`src/sv/sbc_pkg.sv`:
```
// ----------------------------------------------------------------------------
// sbc_pkg
// Shared types, initial hash values and round helpers for the SHA-1 block
// compression engine.
// ----------------------------------------------------------------------------
package sbc_pkg;

    localparam int WORD_W = 32;
    localparam int DIGEST_WORDS = 5;
    localparam int BLOCK_WORDS = 16;

    localparam logic [6:0] LAST_ROUND      = 7'd79;
    localparam logic [6:0] STAGE1_ROUND    = 7'd20;
    localparam logic [6:0] STAGE2_ROUND    = 7'd40;
    localparam logic [6:0] STAGE3_ROUND    = 7'd60;
    localparam logic [2:0] LAST_DIGEST_IDX = 3'd4;
    localparam logic [3:0] LAST_BLOCK_WORD = 4'd15;

    localparam logic [WORD_W-1:0] K_STAGE0 = 32'h5A827999;
    localparam logic [WORD_W-1:0] K_STAGE1 = 32'h6ED9EBA1;
    localparam logic [WORD_W-1:0] K_STAGE2 = 32'h8F1BBCDC;
    localparam logic [WORD_W-1:0] K_STAGE3 = 32'hCA62C1D6;

    // Input item as seen on the command port
    typedef struct packed {
        logic [31:0] message_word;
        logic        message_start;
        logic        message_end;
    } t_msg_item;

    // One digest word
    typedef struct packed {
        logic [31:0] digest_word;
        logic [2:0]  digest_index;
        logic        digest_last;
    } t_digest_item;

    // Classified word handed from the front end to the compression core
    typedef struct packed {
        logic [31:0] word;
        logic        restart;     // reload initial hash before this word
        logic        block_done;  // this word completes a 16-word block
        logic        emit;        // put out the digest after this block
    } t_work;

    typedef logic [DIGEST_WORDS-1:0][WORD_W-1:0] t_chain;

    // Entry 0 is the most significant digest word
    localparam t_chain INIT_HASH = {
        32'hC3D2E1F0, 32'h10325476, 32'h98BADCFE, 32'hEFCDAB89, 32'h67452301
    };

    typedef enum logic [1:0] {
        CORE_IDLE,
        CORE_ROUND,
        CORE_FOLD,
        CORE_EMIT
    } t_core_state;

    // Round function plus round constant for round t
    function automatic logic [WORD_W-1:0] round_fk(
        input logic [6:0]        t,
        input logic [WORD_W-1:0] b,
        input logic [WORD_W-1:0] c,
        input logic [WORD_W-1:0] d
    );
        logic [WORD_W-1:0] f;
        logic [WORD_W-1:0] k;
        priority if (t < STAGE1_ROUND) begin
            f = d ^ (b & (c ^ d));
            k = K_STAGE0;
        end else if (t < STAGE2_ROUND) begin
            f = b ^ c ^ d;
            k = K_STAGE1;
        end else if (t < STAGE3_ROUND) begin
            f = (b & c) | (d & (b | c));
            k = K_STAGE2;
        end else begin
            f = b ^ c ^ d;
            k = K_STAGE3;
        end
        return f + k;
    endfunction

endpackage

```
`src/sv/sha1_block_compress.sv`:
```
// ----------------------------------------------------------------------------
// sha1_block_compress
// SHA-1 compression of an already padded stream of big-endian 32-bit words.
// ----------------------------------------------------------------------------
// Words enter on start while busy is low and wait in a small queue. The
// single round unit of the core takes one queued word per cycle while it is
// idle, then runs the rounds and the chaining add for each 16-word block
// before it takes the next word, and streams the digest after a block that
// carries the end flag. Busy rises only while the queue is full. Digest
// words come out on o_strobe, one per cycle in order with index 0 to 4, and
// cannot be held off by the receiver.
// ----------------------------------------------------------------------------
module sha1_block_compress
    import sbc_pkg::*;
#(
    parameter int QUEUE_DEPTH = 4
)(
    input  logic         i_clk,
    input  logic         i_rst_n,
    input  logic         start,
    input  t_msg_item    i_item,
    output logic         busy,
    output logic         o_strobe,
    output t_digest_item o_result
);

    logic  push;
    logic  full;
    logic  q_valid;
    logic  pop;
    t_work work_in;
    t_work work_head;

    sbc_front u_front (
        .i_clk   (i_clk),
        .i_rst_n (i_rst_n),
        .i_start (start),
        .i_item  (i_item),
        .i_full  (full),
        .o_busy  (busy),
        .o_push  (push),
        .o_work  (work_in)
    );

    sbc_queue #(
        .DEPTH (QUEUE_DEPTH)
    ) u_queue (
        .i_clk   (i_clk),
        .i_rst_n (i_rst_n),
        .i_push  (push),
        .i_work  (work_in),
        .i_pop   (pop),
        .o_valid (q_valid),
        .o_full  (full),
        .o_head  (work_head)
    );

    sbc_core u_core (
        .i_clk    (i_clk),
        .i_rst_n  (i_rst_n),
        .i_valid  (q_valid),
        .i_head   (work_head),
        .o_pop    (pop),
        .o_strobe (o_strobe),
        .o_result (o_result)
    );

endmodule

```
`src/sv/sbc_front.sv`:
```
// ----------------------------------------------------------------------------
// sbc_front
// Accepts message words, tracks the position within the current block and
// tags each word for the compression core.
// ----------------------------------------------------------------------------
module sbc_front
    import sbc_pkg::*;
(
    input  logic      i_clk,
    input  logic      i_rst_n,
    input  logic      i_start,
    input  t_msg_item i_item,
    input  logic      i_full,
    output logic      o_busy,
    output logic      o_push,
    output t_work     o_work
);

    logic [3:0] r_word_cnt;
    logic [3:0] n_word_cnt;
    logic [3:0] slot;

    // Hold off new items while the queue is full
    assign o_busy = i_full;
    assign o_push = i_start && !i_full;

    // A start flag restarts collection at word zero
    always_comb begin
        slot            = i_item.message_start ? 4'd0 : r_word_cnt;
        n_word_cnt      = slot + 4'd1;
        o_work.word       = i_item.message_word;
        o_work.restart    = i_item.message_start;
        o_work.block_done = (slot == LAST_BLOCK_WORD);
        o_work.emit       = (slot == LAST_BLOCK_WORD) && i_item.message_end;
    end

    // Advance the word position on each accepted item
    always_ff @(posedge i_clk) begin
        if (!i_rst_n) begin
            r_word_cnt <= 4'd0;
        end else if (o_push) begin
            r_word_cnt <= n_word_cnt;
        end
    end

endmodule

```
`src/sv/sbc_queue.sv`:
```
// ----------------------------------------------------------------------------
// sbc_queue
// Small first-in first-out buffer of classified words between the front end
// and the compression core.
// ----------------------------------------------------------------------------
module sbc_queue
    import sbc_pkg::*;
#(
    parameter int DEPTH = 4
)(
    input  logic  i_clk,
    input  logic  i_rst_n,
    input  logic  i_push,
    input  t_work i_work,
    input  logic  i_pop,
    output logic  o_valid,
    output logic  o_full,
    output t_work o_head
);

    localparam int AW = (DEPTH > 1) ? $clog2(DEPTH) : 1;
    localparam int CW = $clog2(DEPTH + 1);
    localparam logic [AW-1:0] LAST_PTR = AW'(DEPTH - 1);

    t_work          r_mem [DEPTH];
    logic [AW-1:0]  r_wr;
    logic [AW-1:0]  r_rd;
    logic [CW-1:0]  r_count;

    assign o_valid = (r_count != '0);
    assign o_full  = (r_count == CW'(DEPTH));
    assign o_head  = r_mem[r_rd];

    // Store the pushed word
    always_ff @(posedge i_clk) begin
        if (i_push) begin
            r_mem[r_wr] <= i_work;
        end
    end

    // Advance pointers and occupancy
    always_ff @(posedge i_clk) begin
        if (!i_rst_n) begin
            r_wr    <= '0;
            r_rd    <= '0;
            r_count <= '0;
        end else begin
            if (i_push) begin
                r_wr <= (r_wr == LAST_PTR) ? '0 : r_wr + AW'(1);
            end
            if (i_pop) begin
                r_rd <= (r_rd == LAST_PTR) ? '0 : r_rd + AW'(1);
            end
            if (i_push && !i_pop) begin
                r_count <= r_count + CW'(1);
            end else if (i_pop && !i_push) begin
                r_count <= r_count - CW'(1);
            end
        end
    end

endmodule

```
`src/sv/sbc_core.sv`:
```
// ----------------------------------------------------------------------------
// sbc_core
// SHA-1 compression core: shifts words into the schedule window, runs one
// round per cycle, folds into the chaining value and streams the digest.
// ----------------------------------------------------------------------------
module sbc_core
    import sbc_pkg::*;
(
    input  logic         i_clk,
    input  logic         i_rst_n,
    input  logic         i_valid,
    input  t_work        i_head,
    output logic         o_pop,
    output logic         o_strobe,
    output t_digest_item o_result
);

    t_core_state r_state;
    t_core_state n_state;

    logic [BLOCK_WORDS-1:0][WORD_W-1:0] r_win;
    t_chain                             r_chain;
    t_chain                             r_vars;
    t_chain                             fold_sum;
    t_chain                             base_chain;
    logic [6:0]                         r_round;
    logic [2:0]                         r_idx;
    logic                               r_emit;

    logic              load_word;
    logic              start_block;
    logic              do_round;
    logic              do_fold;
    logic [WORD_W-1:0] w_cur;
    logic [WORD_W-1:0] w_mix;
    logic [WORD_W-1:0] w_next;
    logic [WORD_W-1:0] a_rot;
    logic [WORD_W-1:0] t_sum;

    // Next state and control
    always_comb begin
        n_state     = r_state;
        o_pop       = 1'b0;
        o_strobe    = 1'b0;
        load_word   = 1'b0;
        start_block = 1'b0;
        do_round    = 1'b0;
        do_fold     = 1'b0;
        unique case (r_state)
            CORE_IDLE: begin
                if (i_valid) begin
                    o_pop     = 1'b1;
                    load_word = 1'b1;
                    if (i_head.block_done) begin
                        start_block = 1'b1;
                        n_state     = CORE_ROUND;
                    end
                end
            end
            CORE_ROUND: begin
                do_round = 1'b1;
                if (r_round == LAST_ROUND) begin
                    n_state = CORE_FOLD;
                end
            end
            CORE_FOLD: begin
                do_fold = 1'b1;
                n_state = r_emit ? CORE_EMIT : CORE_IDLE;
            end
            CORE_EMIT: begin
                o_strobe = 1'b1;
                if (r_idx == LAST_DIGEST_IDX) begin
                    n_state = CORE_IDLE;
                end
            end
            default: begin
                n_state = CORE_IDLE;
            end
        endcase
    end

    always_ff @(posedge i_clk) begin
        if (!i_rst_n) begin
            r_state <= CORE_IDLE;
        end else begin
            r_state <= n_state;
        end
    end

    // Round datapath: window tap 0 is always the word for this round
    always_comb begin
        w_cur  = r_win[0];
        w_mix  = r_win[13] ^ r_win[8] ^ r_win[2] ^ r_win[0];
        w_next = {w_mix[30:0], w_mix[31]};
        a_rot  = {r_vars[0][26:0], r_vars[0][31:27]};
        t_sum  = a_rot + round_fk(r_round, r_vars[1], r_vars[2], r_vars[3])
               + r_vars[4] + w_cur;
        base_chain = i_head.restart ? INIT_HASH : r_chain;
        for (int k = 0; k < DIGEST_WORDS; k++) begin
            fold_sum[k] = r_chain[k] + r_vars[k];
        end
    end

    // Shift message words in, then expanded words during the rounds
    always_ff @(posedge i_clk) begin
        if (load_word) begin
            r_win <= {i_head.word, r_win[BLOCK_WORDS-1:1]};
        end else if (do_round) begin
            r_win <= {w_next, r_win[BLOCK_WORDS-1:1]};
        end
    end

    // Working variables
    always_ff @(posedge i_clk) begin
        if (start_block) begin
            r_vars <= base_chain;
        end else if (do_round) begin
            r_vars[4] <= r_vars[3];
            r_vars[3] <= r_vars[2];
            r_vars[2] <= {r_vars[1][1:0], r_vars[1][31:2]};
            r_vars[1] <= r_vars[0];
            r_vars[0] <= t_sum;
        end
    end

    // Chaining value: reload on message start, accumulate after each block
    always_ff @(posedge i_clk) begin
        if (!i_rst_n) begin
            r_chain <= INIT_HASH;
        end else if (load_word && i_head.restart) begin
            r_chain <= INIT_HASH;
        end else if (do_fold) begin
            r_chain <= fold_sum;
        end
    end

    // Round counter, digest index and emit flag
    always_ff @(posedge i_clk) begin
        if (!i_rst_n) begin
            r_round <= 7'd0;
            r_idx   <= 3'd0;
            r_emit  <= 1'b0;
        end else begin
            if (start_block) begin
                r_round <= 7'd0;
                r_emit  <= i_head.emit;
            end else if (do_round) begin
                r_round <= r_round + 7'd1;
            end
            if (do_fold) begin
                r_idx <= 3'd0;
            end else if (o_strobe) begin
                r_idx <= r_idx + 3'd1;
            end
        end
    end

    // Drive the digest word under the strobe
    always_comb begin
        o_result.digest_word  = r_chain[r_idx];
        o_result.digest_index = r_idx;
        o_result.digest_last  = (r_idx == LAST_DIGEST_IDX);
    end

    a_rounds_then_fold: assert property (@(posedge i_clk) disable iff (!i_rst_n)
        (r_state == CORE_ROUND && r_round == LAST_ROUND) |=> (r_state == CORE_FOLD))
        else $error("last round not followed by fold");

    a_digest_first: assert property (@(posedge i_clk) disable iff (!i_rst_n)
        $rose(o_strobe) |-> (o_result.digest_index == 3'd0))
        else $error("digest burst does not open with word zero");

    a_digest_steps: assert property (@(posedge i_clk) disable iff (!i_rst_n)
        (o_strobe && !o_result.digest_last) |=>
        (o_strobe && o_result.digest_index == $past(o_result.digest_index) + 3'd1))
        else $error("digest burst broken or out of order");

    a_digest_ends: assert property (@(posedge i_clk) disable iff (!i_rst_n)
        (o_strobe && o_result.digest_last) |=> !o_strobe)
        else $error("digest burst runs past last word");

endmodule

```
`config.mk`:
```
export PLATFORM = sky130hd
export DESIGN_NAME = sha1_block_compress
export DESIGN_NICKNAME = d
export VERILOG_FILES = /design/src/sv/sbc_pkg.sv /design/src/sv/sha1_block_compress.sv /design/src/sv/sbc_front.sv /design/src/sv/sbc_queue.sv /design/src/sv/sbc_core.sv
export SDC_FILE = /design/constraint.sdc
export NUM_CORES = 2
export LEC_CHECK = 0
export BUFFER_PORTS_ARGS = -buffer_cell sky130_fd_sc_hd__buf_2
export CAP_MARGIN = 5
export CORE_ASPECT_RATIO = 0.75
export CORE_MARGIN = 5
export CORE_UTILIZATION = 30
export CTS_BUF_LIST = sky130_fd_sc_hd__clkbuf_4
export DETAILED_ROUTE_END_ITERATION = 8
export PLACE_DENSITY = 0.42
export SYNTH_ARGS = -nofsm -noshare
export SYNTH_HDL_FRONTEND = slang
export SYNTH_HIERARCHICAL = 1
export SYNTH_SLANG_ARGS = --single-unit
```
`constraint.sdc`:
```
create_clock -name i_clk -period 28.5 [get_ports i_clk]
set_input_delay 7.125 -clock i_clk [delete_from_list [all_inputs] [get_ports i_clk]]
set_output_delay 7.125 -clock i_clk [all_outputs]
set_load 0.01 [all_outputs]
```
# Yosys cells after proc, flatten, opt, wreduce, memory -nomap -nowiden

Memory sizes are Yosys's and may differ from the RTL's. A register that Yosys moved wholly into a read port is not among the register bits.
Cells that the tools add are included.
Widths: inputs -> output; s select.

$add $sub $neg: 16
Order comparisons: 4
Eq/ne operators: 13
Mux-type cells: 36
Bitwise logic cells: 13
Reduce and logical (&&, ||, !) cells: 17

Operator list:

| kind                | number |
|---|---|
| $mux 512            | 2 |
| $mux 160            | 3 |
| $add 32x32->32      | 9 |
| $xor 32x32->32      | 7 |
| $mux 32             | 6 |
| $and 32x32->32      | 3 |
| $bmux 32 s3         | 1 |
| $or 32x32->32       | 2 |
| $mux 31             | 1 |
| $mux 2              | 9 |
| $lt 7x6->1 const B  | 2 |
| $mux 1              | 10 |
| $eq 2x2->1 const B  | 4 |
| $pmux 2 s4          | 1 |
| $add 7x1->7 const B | 1 |
| $eq 7x7->1 const B  | 1 |
| $lt 7x5->1 const B  | 1 |
| $add 3x1->3 const B | 2 |
| $eq 3x3->1 const B  | 2 |
| $mux 3              | 2 |
| $reduce_bool 2->1   | 3 |
| $reduce_or 2->1     | 3 |
| $logic_and 1x1->1   | 5 |
| $add 2x1->2 const B | 2 |
| 13 further kinds    | 17 |

Register bits: 856
RAM bits: 140
Bits of input ports: 37
Output and inout bits: 38
Memories kept: 1

Memories:

| name          | words | bits a word | rd ports | clocked after memory_dff | write ports | RTL line        | RTL |
|---|---|---|---|---|---|---|---|
| u_queue.r_mem | 4     | 35          | 1        | 1                        | 1           | sbc_queue.sv:25 | `t_work r_mem [DEPTH];` |

# Longest topological paths before layout

Word-level depth: 12
Depth in mapped cells: 24
Mapped depth without buffers: 21

# Hierarchy

Netlist, hierarchy kept.

Modules (own cells, without submodules):

| module    | times used | cells each | area an instance (um^2) | sequential area each (um^2) |
|---|---|---|---|---|
| sbc_core  | 1          | 3842       | 43729.4                 | 23642.7 |
| sbc_queue | 1          | 227        | 5561.6                  | 4384.2 |
| sbc_front | 1          | 61         | 480.5                   | 80.1 |

# Worst setup path after synthesis

Ideal clock, no wire load.

Kind: reg2reg
From: register u_queue.r_count[1]
To: register u_core/r_win[100] (netlist bit), enable pin
Arrival time: 9.067 ns
Slack: 15.777 ns
Stages on the path, launching flop included: 4
Buffers on the path: 0
Cells stage by stage: dfxtp_1 > or3_1 > nand2_1 > nand2_1

Cells in the longest elaborated chain, start to end: 4

Ends and longest elaborated chain:

| item                        | RTL line                  | RTL |
|---|---|---|
| start: declaration          | sbc_queue.sv:28           | `logic [CW-1:0] r_count;` |
| start signal: assignment    | sbc_queue.sv:55           | `r_count <= r_count + CW'(1);` |
| start signal: assignment    | sbc_queue.sv:57           | `r_count <= r_count - CW'(1);` |
| $reduce_bool 3->1           | sbc_queue.sv:30           | `assign o_valid = (r_count != '0);` |
| net q_valid                 | sha1_block_compress.sv:29 | `logic q_valid;` |
| $mux 1                      | sbc_core.sv:51            | `if (i_valid) begin` |
| $mux 1                      | sbc_core.sv:49            | `unique case (r_state)` |
| $reduce_bool 2->1 (no line) | --                        |  |
| end signal: assignment      | sbc_core.sv:107           | `r_win <= {i_head.word, r_win[BLOCK_WORDS-1:1]};` |
| end signal: assignment      | sbc_core.sv:109           | `r_win <= {w_next, r_win[BLOCK_WORDS-1:1]};` |
| end: declaration            | sbc_core.sv:21            | `logic [BLOCK_WORDS-1:0][WORD_W-1:0] r_win;` |

The timed path passes the listed nets, and every way through them passes these cells.
A chain may end at the register's enable or synchronous reset.

==> impl_results.md <==
- Clock Pin Slew Worst Setup and Hold Paths: 0.06 ns
- Hold Vio Cnt, Final: 0
- Hold_buf cts: 0
- Reg2Reg Depth: 21
- Clock Latency Late Sink: 1.26 ns
- CTS tree: built
- Slew @ Worst Pin: 1.19 ns
- Post-CTS repair timing setup buffer count: 0
- Share of the synthesized area in the top cell type: 49.0%
- Mapped Cells: 4130
- Number of antenna-violating nets in the routed design: 0
- Data required time at the worst endpoint: 21.38 ns
- Clock Sink Count: 998
- Post-CTS sizing: 0
- Area contributors post-synth: edfxtp_1, dfxtp_1, fa_1
- Routed len/inst: 21.5 µm
- Commonest non-fill, non-tap cell in the layout: edfxtp_1
- Tmin final: 10.83 ns
- First-pass GRT wire length: 214000 µm
- Largest net degree at the start of global routing: 193
- Area Growth Syn to Fin: 12.1%
- CP max FO: 35
- WHS Path Cells: 0
- Hold/Removal Path Class: reg2reg
- Max-cap violations: 0
- CP cell instances: mux4_2, inv_1, o21ai_0, buf_2
- Clock skew: 0.0961 ns
- Status: completed
- DRT iter0 DRCs: 2683
- CTS max path bufs: 4
- WHS Endpoint: u_core/r_win[208]
- Distinct cells, synth: 104
- Final Cell Area: 0.0558 mm²
- CTS Root Buffer Type: clkbuf_4
- Flop-to-flop setup slack: 21.43 ns
- Total global-route track usage: 16.4%
- Num CTS Buffers: 290
- FF+latch count, synth: 998
- Drt first pass iters: 5
- RR Endpoint: u_core/a_rot[3]
- Die Ht: 363 µm
- YS warnings: 6
- Critical Path End Type: output port
- Core area: 0.165 mm²
- # DRC: 0
- Filler instances: 16691
- Grt ovf: 0
- Final WL: 145000 µm
- Min-delay src: u_core/r_win[240]
- CP Class: reg2out
- Syn_nets: 4494
- DR vias: 33036
- Final Setup Violations: 0
- Share of layout cells above drive strength 1: 14.7%
- Crit path DAT: 3.71 ns
- Vias in the first global route: 32470
- Cell Area, Synth: 0.0498 mm²
- GPL Wtd Cong: 0.848
- Share of synthesized registers carrying an async set or reset: 0%
- Unrepaired setup endpoints after global routing: false
- Ports: 75
- Worst stage delay on the critical path: 0.98 ns
- Post-route setup TNS: 0 ns
- Dpl cell area: 0.0524 mm²
- Via density: 4.89
- Post-synth EDFFs: 812
- Chip width: 480 µm
- Initial antenna violation count: 8
- Setup crit start kind: flop
- Dpl hpwl: 99100 µm
- Slew Limit Headroom: 19.6%
- Crit path max-delay cell type: dfxtp_2
- Cell taking the most area after synthesis: edfxtp_1
- Initial Utilization: 30.2%
- Final slew viol count: 0
- Num rows: 129
- Final period utilization: 38.0%
- Max Fclk: 92.3 MHz
- Mean post-synth cell area: 12.1 µm²
- IO buf count: 74
- Reg2Reg Launch Point: u_core/r_round[4]
- Die area: 0.174 mm²
- # H-tree levels: 5
- Most frequent cells in the layout: edfxtp_1, nand2_1, clkbuf_4
- Ys flop type: edfxtp_1
- Sequential share of the synthesized area: 56.5%
- Nets: 4701
==> critical path: cells and delay by family, from the launching register on <==
family / cells / cell delay (ns)
AOI/OAI and AO/OA: 1 / 0.80
DFF: 1 / 0.98
muxes: 1 / 0.36
buffers and inverters: 2 / 0.32
==> sequential cells by signal, summed over array words and instances, names as in the netlist, 3 cells and up, named ones only <==
register,cells
u_core/r_vars,128
u_queue/r_count,3
u_front/r_word_cnt,4
u_queue/r_mem,140
u_core/r_idx,3
u_core/r_chain,160
u_core/a_rot,32
u_core/w_cur,32
u_core/r_round,7
u_core/r_win,480
==> area by class of cell <==
type                    instances  area, µm²  share of cell area (%)
clock buffers                 426       3200                    5.73
multi-input cells            2663      19800                    35.5
well taps                    2227       2790                    5.00
diodes                          7       17.5                  0.0314
inverters                     277       1040                    1.86
flip-flops and latches        998      28100                    50.4
repair buffers                107        668                    1.20
clock inverters                45        178                   0.319
==> layer usage <==
layer  global-route usage, %  wire [µm]  up-vias
li1                        -          -    15567
met1                    25.5      74100    16251
met2                    21.9      56600      992
met3                    4.19      10300      224
met4                    5.51       3880        2
met5                       0         13        -
==> metrics by stage <==
stage	util (%)	hold WS (ns)	setup WS [ns]	instances
finish	33.8	0.354	17.67	6750
global route	33.8	0.358	17.51	6749
CTS	33.8	0.344	17.50	6743
detailed placement	31.8	0.405	18.93	6272
global placement	31.8	0.400	18.94	6272
floorplan	-	0.400	15.78	4130
==> kinds of logic after synthesis <==
group | count (synthesis) | share of synthesized area [%]
AOI/OAI and AO/OA | 981 | 12.2
xor gates and xnor gates | 244 | 4.29
adders and majority gates | 327 | 10.1
buffers and inverters | 469 | 3.96
DFF | 998 | 56.5
muxes | 109 | 3.94
and+or+nand+nor | 1002 | 8.97
==> worst max path at each step <==
stage,depth (start not counted),slack (ns),to,from
global placement,4,18.94,o_result[24],u_core/r_idx[1]
CTS,4,17.50,o_result[24],u_core/r_idx[1]
floorplan,3,15.78,u_core/r_win[100],u_queue/r_count[1]
detailed placement,4,18.93,o_result[24],u_core/r_idx[1]
finish,4,17.67,o_result[23],u_core/r_idx[1]
global route,6,17.51,o_result[24],u_core/r_idx[1]
==> Yosys cell counts, types with 79 or more instances <==
cell      count
edfxtp_1    812
nand2_1     529
o21ai_0     318
inv_1       273
a21oi_1     220
ha_1        201
dfxtp_1     186
nor2_1      173
xnor2_1     171
clkbuf_1    129
fa_1        126
a21o_1       79
Power is left out: the tool's default activity adds up to more than one toggle a clock period on the data nets, which glitch-free logic cannot reach.
